## config.mk

```make
export PLATFORM = sky130hd
export DESIGN_NAME = sqg_queue
export DESIGN_NICKNAME = d
export VERILOG_FILES = /design/src/hw/rtl/sqg_pkg.sv /design/src/hw/rtl/sqg_queue.sv
export SDC_FILE = /design/constraint.sdc
export NUM_CORES = 1
export LEC_CHECK = 0
export BUFFER_PORTS_ARGS = -buffer_cell sky130_fd_sc_hd__buf_4
export CORE_MARGIN = 1
export CORE_UTILIZATION = 55
export DETAILED_ROUTE_END_ITERATION = 6
export PLACE_DENSITY_LB_ADDON = 0.15
export SLEW_MARGIN = 30
export SYNTH_ARGS = -nofsm -noshare
export SYNTH_HDL_FRONTEND = slang
export SYNTH_SLANG_ARGS = --single-unit
```

## constraint.sdc

```tcl
create_clock -name clk -period 9.58 [get_ports clk]
set_clock_uncertainty 0.15 [all_clocks]
set_input_delay 0.479 -clock clk [delete_from_list [all_inputs] [get_ports clk]]
set_output_delay 0.479 -clock clk [all_outputs]
set_load 0.02 [all_outputs]
```

## src/hw/rtl/sqg_pkg.sv

```systemverilog
// Shared constants, register map and types of the single-qubit gate core.
`default_nettype none
package sqg_pkg;

  localparam int MAX_QUBITS  = 12;
  localparam int IDX_W       = MAX_QUBITS;
  localparam int ADDR_W      = MAX_QUBITS - 1;
  localparam int STORE_DEPTH = 1 << ADDR_W;
  localparam int AMP_W       = 16;
  localparam int COEF_W      = 16;
  localparam int WORD_W      = 2 * AMP_W;
  localparam int QCNT_FLD_W  = 4;
  localparam int CFG_DATA_W  = 32;
  localparam int CFG_IDX_W   = 3;

  // Decoupling queue between front and back.
  localparam int QDEPTH = 4;
  localparam int QPTR_W = 2;
  localparam int QCNT_W = 3;

  // Register map.
  localparam logic [CFG_IDX_W-1:0] REG_QUBIT_COUNT  = 3'd0;
  localparam logic [CFG_IDX_W-1:0] REG_TARGET_QUBIT = 3'd1;
  localparam logic [CFG_IDX_W-1:0] REG_GATE_U00     = 3'd2;
  localparam logic [CFG_IDX_W-1:0] REG_GATE_U01     = 3'd3;
  localparam logic [CFG_IDX_W-1:0] REG_GATE_U10     = 3'd4;
  localparam logic [CFG_IDX_W-1:0] REG_GATE_U11     = 3'd5;

  // Reset values: full register, target 1, Hadamard gate.
  localparam logic [QCNT_FLD_W-1:0] RST_QUBIT_COUNT  = 4'd12;
  localparam logic [QCNT_FLD_W-1:0] RST_TARGET_QUBIT = 4'd1;
  localparam logic [CFG_DATA_W-1:0] RST_GATE_U00     = 32'h2D41_0000;
  localparam logic [CFG_DATA_W-1:0] RST_GATE_U01     = 32'h2D41_0000;
  localparam logic [CFG_DATA_W-1:0] RST_GATE_U10     = 32'h2D41_0000;
  localparam logic [CFG_DATA_W-1:0] RST_GATE_U11     = 32'hD2BF_0000;

  typedef struct packed {
    logic [CFG_DATA_W-1:0] u00;
    logic [CFG_DATA_W-1:0] u01;
    logic [CFG_DATA_W-1:0] u10;
    logic [CFG_DATA_W-1:0] u11;
  } gate_t;

  // One amplitude pair ready for the gate.
  typedef struct packed {
    logic [WORD_W-1:0] a0;      // bit-clear amplitude, re high / im low
    logic [WORD_W-1:0] a1;      // bit-set amplitude
    logic [IDX_W-1:0]  idx_lo;  // index with target bit clear
    logic [IDX_W-1:0]  idx_hi;  // index with target bit set
    logic              last;    // idx_hi is the final index of the vector
  } q_entry_t;

endpackage
`default_nettype wire

```

## src/hw/rtl/sqg_queue.sv

```systemverilog
// Short FIFO of amplitude pairs between front and back.
`default_nettype none
module sqg_queue import sqg_pkg::*; (
  input  wire logic              clk,
  input  wire logic              rst_n,
  input  wire logic              push,
  input  q_entry_t               push_entry,
  input  wire logic              pop,
  output logic                   head_valid,
  output q_entry_t               head,
  output logic [QCNT_W-1:0]      count
);

  q_entry_t          mem_r [QDEPTH];
  logic [QPTR_W-1:0] wr_ptr_r, rd_ptr_r;
  logic [QCNT_W-1:0] count_r;
  logic              do_pop;

  assign do_pop     = pop && (count_r != '0);
  assign head_valid = (count_r != '0);
  assign head       = mem_r[rd_ptr_r];
  assign count      = count_r;

  always_ff @(posedge clk) begin
    if (!rst_n) begin
      wr_ptr_r <= '0;
      rd_ptr_r <= '0;
      count_r  <= '0;
    end else begin
      if (push) begin
        wr_ptr_r <= wr_ptr_r + QPTR_W'(1);
      end
      if (do_pop) begin
        rd_ptr_r <= rd_ptr_r + QPTR_W'(1);
      end
      count_r <= count_r + QCNT_W'(push) - QCNT_W'(do_pop);
    end
  end

  always_ff @(posedge clk) begin
    if (push) begin
      mem_r[wr_ptr_r] <= push_entry;
    end
  end

endmodule
`default_nettype wire

```

==> impl_metrics.tcl <==
set metrics [dict create \
    grt_pass1_wl_mm 35.67 \
    final_hold_viol_count 0 \
    ant_nets 0 \
    cts_tree "done" \
    min_path_cells 1 \
    slew_headroom_pct 39.27 \
    synth-async-reset-ratio_pct 0 \
    stdcell_count 1075 \
    numCtsBuffers 37 \
    switchingPower_w 0.001010 \
    grt_usage_pct 19.68 \
    final_core_util_pct 68.76 \
    htreeDepth 2 \
    synthFlopType "edfxtp_1" \
    yosys_warnings 0 \
    syn_to_final_growth_pct 22.20 \
    rsz0062_at_grt "false" \
    cts.sinks 365 \
    dieArea_um2 24780 \
    drtPass1Iterations 5 \
    routed_wl_mm 23.52 \
    fin_crit_ps 3924 \
    avgSynthCellArea_um2 26.10 \
    vias_per_cell 5.566 \
    synthTopCellsByArea "edfxtp_1, mux4_2, dfxtp_1" \
    synth-seq-area-share_pct 81.82 \
    worstSetupEndpointType "primary output" \
    maxCapViolCount 0 \
    synth_top_area_cell "edfxtp_1" \
    diodes 0 \
    placementRows 56 \
    power.density_nw_per_um2 248.2 \
    gp_congestion 0.7128 \
    io_buffers 185 \
    maxSlewViolCount 0 \
    p_sw_share_pct 25.06 \
    via_count 5983 \
    power_leakage_nw 5.478 \
    insertion_delay_ps 490 \
    core-area_um2 23610 \
    ir_drop_v 0.0001628 \
    first_iter_violations 373 \
    multi_input_area_um2 2281 \
    worst_slew_pin_slew_ps 911.0 \
    drive_gt1_share_pct 43.92 \
    grt_max_degree 61 \
    ys_ff_latch 365 \
    fmax_mhz 254.9 \
    synth_cell_types 21 \
    place_inst 1000 \
    synth_commonest_cells "edfxtp_1, mux4_2, buf_2" \
    seqPwrFrac_pct 47.2 \
    cts.clk_slew.worst_paths_ps 50 \
    setup_viol 0 \
    status "complete, no violations" \
    postSynthNetCount 609 \
    required_ps 8950 \
    fin_crit_sh_pct 40.96 \
    drc 0 \
    p_int_w 0.003019 \
    setup.worst_path.start_class "flip-flop" \
    crit_fanout 35 \
    overflow 0 \
    dp_hpwl_mm 13.88 \
    syn-cell-area_um2 13290 \
    rr_worst_depth 4 \
    antenna_found_initial 1 \
    fillCellCount 1501 \
    clkPwrFrac_pct 32.4 \
    die_h_um 157.4 \
    synthCells 509 \
    worstPathArrival_ps 3290 \
    final-seq-area_um2 10880 \
    cts_max_path_buffers 3 \
    reg2reg_slack_ps 7170 \
    combPwrFrac_pct 20.5 \
    clockRootBuffer "clkbuf_16" \
    initial_core_util_pct 56.27 \
    min-delay-path-class "in2reg" \
    fin_setup_tns_ps 0 \
    wl_per_cell_um 21.88 \
    synth_top_area_share_pct 80.46 \
    grt_pass1_vias 6432 \
    die_w_um 157.4 \
    yosysMostFrequentCell "edfxtp_1" \
    synth_edf_count 356 \
    layout.nets 832 \
    io_pins 186 \
    crit_type "reg2out" \
]
-- logic make-up after synthesis --
family,count (synthesis),share of synthesized area (%)
AOI/OAI and AO/OA,2,0.1319
xor gates and xnor gates,2,0.2354
adders and majority gates,7,0.7157
buffers and inverters,26,1.092
DFF,365,81.82
muxes,93,15.39
and+or+nand+nor,14,0.6216
-- path summary, 6_finish.rpt --
kind | end | from
worst max-delay path | head[34] | flip-flop
worst min-delay path | mem_r[0][58] | push_entry[58]
worst max register to register | mem_r[0][47] | wr_ptr_r[0]
worst min register to register | flip-flop | rd_ptr_r[1]
-- routing by layer --
metal	vias up	part of all wire, %	global-route usage [%]
met1	3104	40	26.27
met2	210	50	31.75
met4	2	2.4	7.351
met3	41	7.3	4.846
li1	2626	-	-
met5	-	0.038	0
-- power groups by stage --
stage          clock, W  combinational [W]  sequential (W)
3_5_place_dp          0           0.000833         0.00194
4_1_cts         0.00134           0.000840         0.00190
2_1_floorplan         0           0.000555         0.00190
5_1_grt         0.00140           0.000878         0.00191
3_3_place_gp          0           0.000821         0.00193
6_report        0.00131           0.000824         0.00190
-- critical path: stages, from the launching register on --
cell and delay (ps):
dfxtp_4 700, buf_4 560, buf_4 660, mux4_2 620
buf_4 180
-- cell type report --
cell class                      instances  area share [%]
Clock buffer                           50           6.003
Clock inverter                         13          0.7321
Inverter                                6          0.1387
Multi-Input combinational cell        118           14.05
Sequential cell                       365           67.00
Tap cell                              319           2.458
Timing Repair Buffer                  204           9.618
-- state kept, by name, summed over array words and instances, names as in the netlist, named ones only --
name	flops
wr_ptr_r	2
mem_r	356
rd_ptr_r	2
count	3
-- per-stage QoR --
stage | hold WS, ps | cell area (um2) | setup slack (ps) | total power, W
after floorplan | 298.9 | 13290 | 6367 | 0.002456
after CTS | 0.2614 | 16240 | 5499 | 0.004080
after global placement | 312.1 | 15020 | 6051 | 0.002752
final | 18.82 | 16240 | 5656 | 0.004029
after detailed placement | 317.1 | 15020 | 6033 | 0.002769
after global routing | 0.3728 | 16240 | 5297 | 0.004190
-- timing repair --
item	4_1_cts	5_1_grt
buffers inserted	0	0
hold buffers	12	0
endpoints found under the hold margin	38	0
resized for setup	0	0
-- cell usage in the layout (no fill, tap or decap), drive strengths merged --
master       count
edfxtp         356
buf            192
mux4            89
clkbuf          50
dlygate4sd3     12
dfxtp            9
inv              8
clkinv           8
and2             8
ha               6
mux2i            4
nand2            2
nand2b           2
bufinv           2
o31a             1
or3              1
xor2             1
o311ai           1
nor2b            1
xnor3            1
fa               1
clkinvlp         1
Note: power is estimated with default switching activity, not from simulation.
